File: config.mk
export PLATFORM = sky130hd
export DESIGN_NAME = tie_group_label_stats
export DESIGN_NICKNAME = d
export VERILOG_FILES = /design/src/hw/rtl/tgls_pkg.sv /design/src/hw/rtl/tie_group_label_stats.sv /design/src/hw/rtl/tgls_ram.sv /design/src/hw/rtl/tgls_front.sv /design/src/hw/rtl/tgls_desc_fifo.sv /design/src/hw/rtl/tgls_back.sv
export SDC_FILE = /design/constraint.sdc
export NUM_CORES = 2
export LEC_CHECK = 0
export BUFFER_PORTS_ARGS = -buffer_cell sky130_fd_sc_hd__buf_2
export CORE_MARGIN = 2
export CORE_UTILIZATION = 46
export CTS_BUF_LIST = sky130_fd_sc_hd__clkbuf_8
export DETAILED_ROUTE_END_ITERATION = 7
export GPL_TIMING_DRIVEN = 0
export SLEW_MARGIN = 20
export SYNTH_ARGS = -nofsm -noshare
export SYNTH_HDL_FRONTEND = slang
export SYNTH_SLANG_ARGS = --single-unit
File: constraint.sdc
create_clock -name clock -period 5.8 [get_ports clock]
set_clock_uncertainty 0.2 [all_clocks]
set_input_delay 0.58 -clock clock [delete_from_list [all_inputs] [get_ports clock]]
set_output_delay 0.58 -clock clock [all_outputs]
set_load 0.01 [all_outputs]
File: src/hw/rtl/tgls_pkg.sv
package tgls_pkg;

   localparam int MAX_GROUP = 32;
   localparam int MAX_ITEMS = 65536;

   localparam int SCORE_W = 32;
   localparam int INDEX_W = 16;
   localparam int COUNT_W = 17;
   localparam int RANK_W  = 16;

   // member slot address within one bank, and member fill count
   localparam int GRP_AW = (MAX_GROUP > 1) ? $clog2(MAX_GROUP) : 1;
   localparam int FILL_W = $clog2(MAX_GROUP + 1);

   // two banks of member slots, one filling while the other drains
   localparam int RAM_AW    = GRP_AW + 1;
   localparam int RAM_DEPTH = 2 ** RAM_AW;

   localparam logic [COUNT_W-1:0] COUNT_MAX      = {COUNT_W{1'b1}};
   localparam logic [COUNT_W-1:0] ITEM_COUNT_RST = COUNT_W'(MAX_ITEMS);
   localparam logic [FILL_W-1:0]  FILL_LIMIT     = FILL_W'(MAX_GROUP);

   // one closed group waiting to be reported
   typedef struct packed {
      logic               bank;
      logic [FILL_W-1:0]  fill;
      logic [COUNT_W-1:0] pos;
      logic [COUNT_W-1:0] neg;
      logic [RANK_W-1:0]  left;
      logic [RANK_W-1:0]  right;
      logic               ovf;
      logic               ends_step;
   } desc_type;

   // bank handed back once its last result has been transferred
   typedef struct packed {
      logic valid;
      logic bank;
   } release_type;

endpackage

File: src/hw/rtl/tie_group_label_stats.sv
// channel    direction  handshake            payload
// req_       in         push / full          score, is_positive, item_index
// rsp_       out        empty / pop          out_index, pos_count, neg_count,
//                                            left_border, right_border,
//                                            overflow, last_result
// csr_       in         csr_valid/csr_ready  item_count
//
// items are taken one per cycle while the other member bank is idle
// a closed group drains from its bank one result per cycle while pop is held; the next group
// takes its first member and then push stalls until that drain completes
// a stalled pop therefore also stalls push once a new group has opened
// a closed group passes through the group queue, then each result through the output register
// reset is synchronous; the member store needs no clearing pass
module tie_group_label_stats (
   input  logic                         clock,
   input  logic                         reset,
   // item channel
   input  logic                         push,
   output logic                         full,
   input  logic [tgls_pkg::SCORE_W-1:0] req_score,
   input  logic                         req_is_positive,
   input  logic [tgls_pkg::INDEX_W-1:0] req_item_index,
   // result channel
   output logic                         empty,
   input  logic                         pop,
   output logic [tgls_pkg::INDEX_W-1:0] rsp_out_index,
   output logic [tgls_pkg::COUNT_W-1:0] rsp_pos_count,
   output logic [tgls_pkg::COUNT_W-1:0] rsp_neg_count,
   output logic [tgls_pkg::RANK_W-1:0]  rsp_left_border,
   output logic [tgls_pkg::RANK_W-1:0]  rsp_right_border,
   output logic                         rsp_overflow,
   output logic                         rsp_last_result,
   // register write
   input  logic                         csr_valid,
   output logic                         csr_ready,
   input  logic [tgls_pkg::COUNT_W-1:0] csr_item_count
);

   // member store write from the front
   logic                         mem_wr_en;
   logic [tgls_pkg::RAM_AW-1:0]  mem_wr_addr;
   logic [tgls_pkg::INDEX_W-1:0] mem_wr_data;
   logic [tgls_pkg::RAM_AW-1:0]  mem_rd_addr;

   // closed groups, at most two per transfer (score change plus end of set)
   logic                  push_a;
   logic                  push_b;
   tgls_pkg::desc_type    desc_a;
   tgls_pkg::desc_type    desc_b;
   logic                  head_valid;
   logic                  head_pop;
   tgls_pkg::desc_type    head;
   tgls_pkg::release_type rel;

   // front: tracks the open group, stores member indices, closes groups
   tgls_front u_front (
      .clock          (clock),
      .reset          (reset),
      .push           (push),
      .full           (full),
      .req_score      (req_score),
      .req_is_positive(req_is_positive),
      .req_item_index (req_item_index),
      .csr_valid      (csr_valid),
      .csr_ready      (csr_ready),
      .csr_item_count (csr_item_count),
      .mem_wr_en      (mem_wr_en),
      .mem_wr_addr    (mem_wr_addr),
      .mem_wr_data    (mem_wr_data),
      .push_a         (push_a),
      .desc_a         (desc_a),
      .push_b         (push_b),
      .desc_b         (desc_b),
      .rel            (rel)
   );

   // two banks of member indices, bank bit on top of the address
   tgls_ram #(
      .WIDTH(tgls_pkg::INDEX_W),
      .DEPTH(tgls_pkg::RAM_DEPTH)
   ) u_members (
      .clock  (clock),
      .wr_en  (mem_wr_en),
      .wr_addr(mem_wr_addr),
      .wr_data(mem_wr_data),
      .rd_addr(mem_rd_addr),
      .rd_data(rsp_out_index)
   );

   // queue of closed groups between front and back
   tgls_desc_fifo u_queue (
      .clock     (clock),
      .reset     (reset),
      .push_a    (push_a),
      .desc_a    (desc_a),
      .push_b    (push_b),
      .desc_b    (desc_b),
      .head_valid(head_valid),
      .head      (head),
      .pop       (head_pop)
   );

   // back: walks each closed group's members into the output register
   tgls_back u_back (
      .clock           (clock),
      .reset           (reset),
      .head_valid      (head_valid),
      .head            (head),
      .head_pop        (head_pop),
      .rel             (rel),
      .mem_rd_addr     (mem_rd_addr),
      .empty           (empty),
      .pop             (pop),
      .rsp_pos_count   (rsp_pos_count),
      .rsp_neg_count   (rsp_neg_count),
      .rsp_left_border (rsp_left_border),
      .rsp_right_border(rsp_right_border),
      .rsp_overflow    (rsp_overflow),
      .rsp_last_result (rsp_last_result)
   );

endmodule

File: src/hw/rtl/tgls_ram.sv
module tgls_ram #(
   parameter int WIDTH = 16,
   parameter int DEPTH = 64
) (
   input  logic                     clock,
   input  logic                     wr_en,
   input  logic [$clog2(DEPTH)-1:0] wr_addr,
   input  logic [WIDTH-1:0]         wr_data,
   input  logic [$clog2(DEPTH)-1:0] rd_addr,
   output logic [WIDTH-1:0]         rd_data
);

   logic [WIDTH-1:0] mem_ff [DEPTH];
   logic [WIDTH-1:0] rd_data_ff;

   always_ff @(posedge clock) begin
      if (wr_en) begin
         mem_ff[wr_addr] <= wr_data;
      end
      rd_data_ff <= mem_ff[rd_addr];
   end

   assign rd_data = rd_data_ff;

endmodule

File: src/hw/rtl/tgls_front.sv
module tgls_front (
   input  logic                           clock,
   input  logic                           reset,
   // item channel
   input  logic                           push,
   output logic                           full,
   input  logic [tgls_pkg::SCORE_W-1:0]   req_score,
   input  logic                           req_is_positive,
   input  logic [tgls_pkg::INDEX_W-1:0]   req_item_index,
   // register write
   input  logic                           csr_valid,
   output logic                           csr_ready,
   input  logic [tgls_pkg::COUNT_W-1:0]   csr_item_count,
   // member store write
   output logic                           mem_wr_en,
   output logic [tgls_pkg::RAM_AW-1:0]    mem_wr_addr,
   output logic [tgls_pkg::INDEX_W-1:0]   mem_wr_data,
   // closed groups towards the queue
   output logic                           push_a,
   output tgls_pkg::desc_type             desc_a,
   output logic                           push_b,
   output tgls_pkg::desc_type             desc_b,
   input  tgls_pkg::release_type          rel
);

   logic [tgls_pkg::COUNT_W-1:0] item_count_ff, item_count_in;
   logic                         active_ff, active_in;
   logic                         cur_ff, cur_in;
   logic [1:0]                   busy_ff, busy_in;
   logic [tgls_pkg::COUNT_W-1:0] seen_ff, seen_in;
   logic [tgls_pkg::SCORE_W-1:0] score_ff, score_in;
   logic [tgls_pkg::RANK_W-1:0]  first_ff, first_in;
   logic [tgls_pkg::COUNT_W-1:0] pos_ff, pos_in;
   logic [tgls_pkg::COUNT_W-1:0] neg_ff, neg_in;
   logic [tgls_pkg::FILL_W-1:0]  fill_ff, fill_in;
   logic                         ovf_ff, ovf_in;

   logic                         accept;
   logic                         close;
   logic                         new_grp;
   logic                         bank_new;
   logic                         is_last;
   logic                         room;
   logic [tgls_pkg::COUNT_W-1:0] nxt;
   logic [tgls_pkg::RANK_W-1:0]  p16;
   logic [tgls_pkg::RANK_W-1:0]  ic16;
   logic [tgls_pkg::RANK_W-1:0]  first0;
   logic [tgls_pkg::COUNT_W-1:0] pos0, neg0, pos1, neg1;
   logic [tgls_pkg::FILL_W-1:0]  fill0, fill1;
   logic                         ovf0, ovf1;
   logic [1:0]                   busy_set, busy_clr;

   // a score change needs the other bank, so an open group waits for it to be idle
   assign full      = active_ff ? busy_ff[~cur_ff] : busy_ff[cur_ff];
   assign accept    = push && !full;
   assign csr_ready = 1'b1;

   assign close    = active_ff && (req_score != score_ff);
   assign new_grp  = !active_ff || close;
   assign bank_new = close ? ~cur_ff : cur_ff;
   assign nxt      = seen_ff + tgls_pkg::COUNT_W'(1);
   assign is_last  = (nxt == item_count_ff);
   assign p16      = seen_ff[tgls_pkg::RANK_W-1:0];
   assign ic16     = item_count_ff[tgls_pkg::RANK_W-1:0];

   assign first0 = new_grp ? p16 : first_ff;
   assign pos0   = new_grp ? '0 : pos_ff;
   assign neg0   = new_grp ? '0 : neg_ff;
   assign fill0  = new_grp ? '0 : fill_ff;
   assign ovf0   = new_grp ? 1'b0 : ovf_ff;

   // counts saturate at the top of their range
   assign pos1 = (req_is_positive && pos0 != tgls_pkg::COUNT_MAX)
                 ? pos0 + tgls_pkg::COUNT_W'(1) : pos0;
   assign neg1 = (!req_is_positive && neg0 != tgls_pkg::COUNT_MAX)
                 ? neg0 + tgls_pkg::COUNT_W'(1) : neg0;

   assign room  = (fill0 < tgls_pkg::FILL_LIMIT);
   assign fill1 = room ? fill0 + tgls_pkg::FILL_W'(1) : fill0;
   assign ovf1  = ovf0 | !room;

   assign mem_wr_en   = accept && room;
   assign mem_wr_addr = {bank_new, fill0[tgls_pkg::GRP_AW-1:0]};
   assign mem_wr_data = req_item_index;

   // group closed by a score change, last member one position back
   assign push_a           = accept && close;
   assign desc_a.bank      = cur_ff;
   assign desc_a.fill      = fill_ff;
   assign desc_a.pos       = pos_ff;
   assign desc_a.neg       = neg_ff;
   assign desc_a.left      = ic16 - p16;
   assign desc_a.right     = ic16 - tgls_pkg::RANK_W'(1) - first_ff;
   assign desc_a.ovf       = ovf_ff;
   assign desc_a.ends_step = !is_last;

   // group closed by the end of the data set, this item included
   assign push_b           = accept && is_last;
   assign desc_b.bank      = bank_new;
   assign desc_b.fill      = fill1;
   assign desc_b.pos       = pos1;
   assign desc_b.neg       = neg1;
   assign desc_b.left      = ic16 - tgls_pkg::RANK_W'(1) - p16;
   assign desc_b.right     = ic16 - tgls_pkg::RANK_W'(1) - first0;
   assign desc_b.ovf       = ovf1;
   assign desc_b.ends_step = 1'b1;

   always_comb begin
      busy_set = '0;
      busy_clr = '0;
      if (push_a) begin
         busy_set[desc_a.bank] = 1'b1;
      end
      if (push_b) begin
         busy_set[desc_b.bank] = 1'b1;
      end
      if (rel.valid) begin
         busy_clr[rel.bank] = 1'b1;
      end
   end

   always_comb begin
      item_count_in = csr_valid ? csr_item_count : item_count_ff;
      busy_in       = (busy_ff | busy_set) & ~busy_clr;
      active_in     = active_ff;
      cur_in        = cur_ff;
      seen_in       = seen_ff;
      score_in      = score_ff;
      first_in      = first_ff;
      pos_in        = pos_ff;
      neg_in        = neg_ff;
      fill_in       = fill_ff;
      ovf_in        = ovf_ff;
      if (accept) begin
         score_in = req_score;
         first_in = first0;
         pos_in   = pos1;
         neg_in   = neg1;
         fill_in  = fill1;
         ovf_in   = ovf1;
         if (is_last) begin
            active_in = 1'b0;
            cur_in    = ~bank_new;
            seen_in   = '0;
         end else begin
            active_in = 1'b1;
            cur_in    = bank_new;
            seen_in   = nxt;
         end
      end
   end

   always_ff @(posedge clock) begin
      if (reset) begin
         item_count_ff <= tgls_pkg::ITEM_COUNT_RST;
         active_ff     <= 1'b0;
         cur_ff        <= 1'b0;
         busy_ff       <= '0;
         seen_ff       <= '0;
         score_ff      <= '0;
         first_ff      <= '0;
         pos_ff        <= '0;
         neg_ff        <= '0;
         fill_ff       <= '0;
         ovf_ff        <= 1'b0;
      end else begin
         item_count_ff <= item_count_in;
         active_ff     <= active_in;
         cur_ff        <= cur_in;
         busy_ff       <= busy_in;
         seen_ff       <= seen_in;
         score_ff      <= score_in;
         first_ff      <= first_in;
         pos_ff        <= pos_in;
         neg_ff        <= neg_in;
         fill_ff       <= fill_in;
         ovf_ff        <= ovf_in;
      end
   end

endmodule

File: src/hw/rtl/tgls_desc_fifo.sv
module tgls_desc_fifo (
   input  logic               clock,
   input  logic               reset,
   input  logic               push_a,
   input  tgls_pkg::desc_type desc_a,
   input  logic               push_b,
   input  tgls_pkg::desc_type desc_b,
   output logic               head_valid,
   output tgls_pkg::desc_type head,
   input  logic               pop
);

   // two entries; at most one per bank, so a double push finds it empty
   tgls_pkg::desc_type entry_ff [2];
   tgls_pkg::desc_type entry_in [2];
   logic       rd_ff, rd_in;
   logic [1:0] cnt_ff, cnt_in;
   logic       wr_slot;
   logic       do_pop;

   assign head_valid = (cnt_ff != 2'd0);
   assign head       = entry_ff[rd_ff];
   assign do_pop     = pop && head_valid;
   assign wr_slot    = rd_ff ^ cnt_ff[0];

   always_comb begin
      entry_in = entry_ff;
      if (push_a) begin
         entry_in[wr_slot] = desc_a;
      end
      if (push_b) begin
         entry_in[push_a ? ~wr_slot : wr_slot] = desc_b;
      end
      rd_in  = do_pop ? ~rd_ff : rd_ff;
      cnt_in = cnt_ff + 2'(push_a) + 2'(push_b) - 2'(do_pop);
   end

   always_ff @(posedge clock) begin
      entry_ff <= entry_in;
      if (reset) begin
         rd_ff  <= 1'b0;
         cnt_ff <= '0;
      end else begin
         rd_ff  <= rd_in;
         cnt_ff <= cnt_in;
      end
   end

endmodule

File: src/hw/rtl/tgls_back.sv
module tgls_back (
   input  logic                         clock,
   input  logic                         reset,
   input  logic                         head_valid,
   input  tgls_pkg::desc_type           head,
   output logic                         head_pop,
   output tgls_pkg::release_type        rel,
   output logic [tgls_pkg::RAM_AW-1:0]  mem_rd_addr,
   // result channel, index comes straight from the member store
   output logic                         empty,
   input  logic                         pop,
   output logic [tgls_pkg::COUNT_W-1:0] rsp_pos_count,
   output logic [tgls_pkg::COUNT_W-1:0] rsp_neg_count,
   output logic [tgls_pkg::RANK_W-1:0]  rsp_left_border,
   output logic [tgls_pkg::RANK_W-1:0]  rsp_right_border,
   output logic                         rsp_overflow,
   output logic                         rsp_last_result
);

   logic [tgls_pkg::GRP_AW-1:0]  cnt_ff, cnt_in;
   logic                         out_valid_ff, out_valid_in;
   logic [tgls_pkg::RAM_AW-1:0]  out_addr_ff, out_addr_in;
   logic                         out_free_ff, out_free_in;
   logic                         out_last_ff, out_last_in;
   logic [tgls_pkg::COUNT_W-1:0] pos_ff, pos_in;
   logic [tgls_pkg::COUNT_W-1:0] neg_ff, neg_in;
   logic [tgls_pkg::RANK_W-1:0]  left_ff, left_in;
   logic [tgls_pkg::RANK_W-1:0]  right_ff, right_in;
   logic                         ovf_ff, ovf_in;

   logic pop_ok;
   logic load;
   logic last_mem;

   assign pop_ok   = pop && out_valid_ff;
   assign load     = head_valid && (!out_valid_ff || pop);
   assign last_mem = ((tgls_pkg::FILL_W'(cnt_ff) + tgls_pkg::FILL_W'(1)) == head.fill);
   assign head_pop = load && last_mem;

   // hold the address while stalled so the registered read keeps its data
   assign mem_rd_addr = load ? {head.bank, cnt_ff} : out_addr_ff;

   // bank stays busy until its last result leaves the output register
   assign rel.valid = pop_ok && out_free_ff;
   assign rel.bank  = out_addr_ff[tgls_pkg::RAM_AW-1];

   always_comb begin
      cnt_in       = cnt_ff;
      out_valid_in = out_valid_ff;
      out_addr_in  = out_addr_ff;
      out_free_in  = out_free_ff;
      out_last_in  = out_last_ff;
      pos_in       = pos_ff;
      neg_in       = neg_ff;
      left_in      = left_ff;
      right_in     = right_ff;
      ovf_in       = ovf_ff;
      if (load) begin
         out_valid_in = 1'b1;
         out_addr_in  = {head.bank, cnt_ff};
         out_free_in  = last_mem;
         out_last_in  = head.ends_step && last_mem;
         pos_in       = head.pos;
         neg_in       = head.neg;
         left_in      = head.left;
         right_in     = head.right;
         ovf_in       = head.ovf;
         cnt_in       = last_mem ? '0 : cnt_ff + tgls_pkg::GRP_AW'(1);
      end else if (pop_ok) begin
         out_valid_in = 1'b0;
      end
   end

   always_ff @(posedge clock) begin
      out_addr_ff <= out_addr_in;
      out_free_ff <= out_free_in;
      out_last_ff <= out_last_in;
      pos_ff      <= pos_in;
      neg_ff      <= neg_in;
      left_ff     <= left_in;
      right_ff    <= right_in;
      ovf_ff      <= ovf_in;
      if (reset) begin
         cnt_ff       <= '0;
         out_valid_ff <= 1'b0;
      end else begin
         cnt_ff       <= cnt_in;
         out_valid_ff <= out_valid_in;
      end
   end

   assign empty            = !out_valid_ff;
   assign rsp_pos_count    = pos_ff;
   assign rsp_neg_count    = neg_ff;
   assign rsp_left_border  = left_ff;
   assign rsp_right_border = right_ff;
   assign rsp_overflow     = ovf_ff;
   assign rsp_last_result  = out_last_ff;

endmodule

==> summary by stage <==
Timing
In the finished design, the share of the clock period the worst path needs comes to 98.4%. The routed design could run at a clock period as short as 5.70 ns. Setup violations remaining at the end of the flow were counted as 0. The hold violation total from the final report is 0. After layout, the worst setup slack is 0.0955 ns. The fmax is 175 MHz. The transition at the pin with the smallest max-transition slack is 1.16 ns. Hold is met by 0.0237 ns. Setup repair after global routing left no endpoint under its margin.

The max-slew violation total from the final report is 0. The normalized max-slew margin is 22.3%.

Yosys
The area fraction of the dominant cell type after synthesis is 54.2%. Of the total synthesized cell area, the portion taken by AND, OR, NAND and NOR gates is 12.7%. By area the synthesized netlist is led by edfxtp_1 (54%), dfxtp_1 (10%), nand2_1 (5.3%).

The count of distinct cell types in the synthesized netlist is 83. The largest family of logic cells by synthesized area is simple AND/OR/NAND/NOR gates. Summing every instance area after synthesis gives 0.0606 sq mm. The synthesized netlist devotes 8.37% of its cell area to compound gates.

Yosys mapped a number of flops with a built-in enable equal to 1093. The average footprint of a synthesized cell is 12.3 sq um. The synthesized design contains 1401 register bits. The total number of yosys warnings is 0. The xor/xnor cell area share of the yosys netlist is 2.23%.

Multiplexer cells account for 8.16% of the synthesized area. After synthesis, the share of flip-flops with an asynchronous set or reset is 0%. The synthesized-area fraction occupied by adder cells is 1.59%. Summed over all instances, the cell type with the most area after synthesis is edfxtp_1.

The cell count after synthesis came out at 4919. The register area share after synthesis is 64.4%. The number of nets handed over by synthesis was 5064. For this run, the leading register cell type out of synthesis is edfxtp_1.

Clock network
In this run the number of H-tree levels came out at 4. The total clock buffers created by CTS is 229. The clock-pin slew reported for the worst setup and hold paths after clock tree synthesis is 0.06 ns. In this run the clock root is driven by a clkbuf_8. In this run the deepest clock path goes through 3 buffers. The clock net in this run drives a total of 1401 sinks. The later-pin clock latency in the skew report is 0.97 ns. TritonCTS built the clock tree.

Global route
In the global route stage, overall resource usage came out at 28.2%. The global route total overflow is 0. The initial antenna violation count is 3. The first global-routing pass estimated 279000 um of wire. The largest net degree at the start of global routing is 78. The via count of the first global-routing pass is 41.6k.

Die
The initial standard-cell utilization of the core is 46.2%. In this run the vertical extent of the chip is 367 um. The region available for standard cell placement spans 0.131 sq mm.

The overall die area is 0.135 sq mm. The total I/O pin count is 158. Row generation in the floorplan step produced 133 rows. Measured along the x axis, the die boundary spans 367 um.

Power and ir drop
The switching part of the total power is 32.2%. Of the total power, registers draw 43.9%. The design internal power is 18.2 mW. For this design the static power due to leakage is 24.1 nW. The net switching power is 8.68 mW. In this run, the clock network consumes 31.4% of the power.

The worst-case IR drop observed on VDD is 0.294 mV. Power comes to 26.9 mW. Combinational cells account for 24.7% of the total power.

The total power divided by cell area is 386 mW/mm^2.

Critical path
The critical path runs through a total of 10 cells. At the worst endpoint, the required time is 6.24 ns. In this run the critical register-to-register path is captured at u_members.mem_ff[32][5]. The setup check on the worst reg-to-reg path leaves a slack of 0.1 ns. The number of cells on the worst reg-to-reg path is 10. The most critical setup path has its endpoint at u_members.mem_ff[32][5].

Tracing the worst setup path back leads to its startpoint at u_front.cur_ff. Among cell families on the critical path, the largest total delay comes from buffers and inverters. The critical path contains buffers and inverters numbering 5 combined. The most prevalent standard cell on the critical path is clkbuf_1.

Walking the worst path, the cells encountered are clkbuf_1 > xor2_1 > mux2i_1 > and2_1 > clkbuf_1 > clkbuf_1 > clkbuf_1 > o21ai_2 > nor2_2 > buf_8. The endpoint class of the critical path is a flip-flop. Along the worst path, the maximum fanout reaches 10.

The arrival time at the worst endpoint is 6.15 ns. The category of the most critical setup path is reg2reg. The worst stage delay on the critical path is 0.74 ns.

STA classifies the critical path startpoint as a flip-flop. The startpoint identified for the worst register-to-register timing path is u_front.cur_ff. The slowest stage of the critical path is the clkbuf_1 cell.

Cells and area
The library cell used most frequently in the layout, excluding fill and tap cells, is edfxtp_1. Leaving out fill and tap cells, the most frequent cells in the layout are edfxtp_1 (1093), nand2_1 (861), dfxtp_1 (308), mux2i_1 (277), a21oi_1 (277). The share of layout cells above drive strength 1 is 14.5%. Cells fill 53.1% of the core in the end. The layout has 11.4k filler cells. The signed area change from the synthesized netlist to the final layout is 15.0%. The count of nets after finishing is 5568.

Placed design
The post-detailed-placement half-perimeter wirelength is 132000 um. The minimum setup slack after placement is -0.861 ns. The global placement routability congestion is 0.942. The count of buffers added on input and output ports is 155.

Drt
The number of iterations in the first detailed-routing pass is 6. The average via count per standard cell is 5.83. The detail route stage leaves a number of antenna-violating nets equal to 0. In the final routed layout, each cell accounts on average for 26.2 um. The routed via count is 43.0k.

After the first detailed-routing iteration, the DRC count stood at 4698. After detailed routing, the total wire length is 193000 um. The DRC violation count after routing is 0.

Outcome
The flow ran to the end, and the final reports show no timing, DRC or antenna violations.

Min path
The tightest min-delay check is of the in2reg type.

Run
The number of maximum-capacitance violations is 0.
[registers in the layout, summed over array words and instances, names as in the netlist, 17 cells and up]
register               flops
u_front.item_count_ff     17
u_front.neg_ff            17
u_front.pos_ff            17
u_back.rsp_neg_count      17
u_back.rsp_pos_count      17
u_front.seen_ff           17
u_members.mem_ff        1024
u_front.score_ff          32
u_queue.entry_ff         150
[metal layers]
| metal | track usage (%) | wire length [um] | part of all wire [%] | vias to the layer above |
|---|---|---|---|---|
| li1 | - | - | - | 19300 |
| met1 | 37.6 | 79200 | 41 | 21300 |
| met2 | 45.6 | 91000 | 47 | 1981 |
| met3 | 5.22 | 15200 | 7.9 | 389 |
| met4 | 10.8 | 7230 | 3.8 | 0 |
| met5 | 0 | 0 | 0 | - |
[synthesized netlist by cell type, types with 18 or more instances]
cell / number
a211oi_1: 99
a21oi_1: 277
a22oi_1: 42
a311oi_1: 95
a31oi_1: 41
and2_1: 31
and3_1: 142
buf_1: 29
buf_2: 61
clkbuf_1: 229
dfxtp_1: 308
edfxtp_1: 1093
ha_1: 69
inv_1: 65
mux2_2: 69
mux2i_1: 279
mux4_2: 61
nand2_1: 861
nand2b_1: 24
nand3_1: 207
nand4_1: 22
nor2_1: 272
nor3_1: 52
nor4_1: 18
o21ai_0: 105
or3_1: 25
xnor2_1: 109
xor2_1: 45
[cell type report]
type                    count  area, sq um  area share, %
diodes                      6         15.0         0.0216
plain buffers             323         1320           1.89
clock buffers             244         3360           4.82
clock inverters           170         1070           1.54
inverters                  70          268          0.385
multi-input cells        3125        20300           29.1
flip-flops and latches   1401        39000           56.0
well taps                1755         2200           3.15
repair buffers            273         2130           3.05
[logic make-up after synthesis]
kind of cell,after synthesis
AOI/OAI and AO/OA,775
buffers and inverters,393
muxes,409
and+or+nand+nor,1712
DFF,1401
adders and majority gates,74
other,1
xor gates and xnor gates,154
[worst min path at each step]
| stage | from | endpoint | slack, ns | depth (start not counted) |
|---|---|---|---|---|
| floorplan | u_queue.entry_ff[75] | u_queue.entry_ff[75] | 0.24 | 2 |
| global placement | u_queue.entry_ff[0] | u_queue.entry_ff[0] | 0.25 | 2 |
| detailed placement | u_front.score_ff[27] | u_front.score_ff[27] | 0.26 | 2 |
| CTS | req_item_index[0] | u_members.mem_ff[26][0] | 0.004 | 1 |
| global route | req_item_index[12] | u_members.mem_ff[57][12] | 0.04 | 1 |
| finish | req_item_index[12] | u_members.mem_ff[57][12] | 0.02 | 1 |
[worst register-to-register path: stages (launching register included)]
cell and delay, ns:
dfxtp_1 0.31, clkbuf_1 0.40, xor2_1 0.22, mux2i_1 0.64
and2_1 0.23, clkbuf_1 0.46, clkbuf_1 0.68, clkbuf_1 0.74
o21ai_2 0.57, nor2_2 0.71, buf_8 0.23
[what timing repair did]
| item | in CTS | in global routing |
|---|---|---|
| setup buffers | 1 | 0 |
| endpoints found under the setup margin | 57 | 20 |
| resized for setup | 1 | 9 |
| hold endpoints to repair | 180 | 19 |
| hold buffers | 64 | 2 |
| pin swaps | 1 | 0 |
[power groups by stage]
stage          combinational [mW]  clock, mW  sequential (mW)
5_1_grt                      7.04       8.96             11.9
3_5_place_dp                 6.50          0             12.0
4_1_cts                      6.57       8.54             11.8
6_report                     6.65       8.44             11.8
3_3_place_gp                 6.41          0             12.0
2_1_floorplan                3.96          0             12.1
[through the flow]
| step | setup TNS [ns] | instances | cell area, sq um |
|---|---|---|---|
| floorplan | 0 | 4919 | 60600 |
| global placement | -542.07 | 6829 | 63500 |
| detailed placement | -37.86 | 6880 | 64500 |
| CTS | 0 | 7359 | 69600 |
| global route | 0 | 7365 | 69600 |
| finish | 0 | 7367 | 69600 |
(Power assumes the default switching activity.)
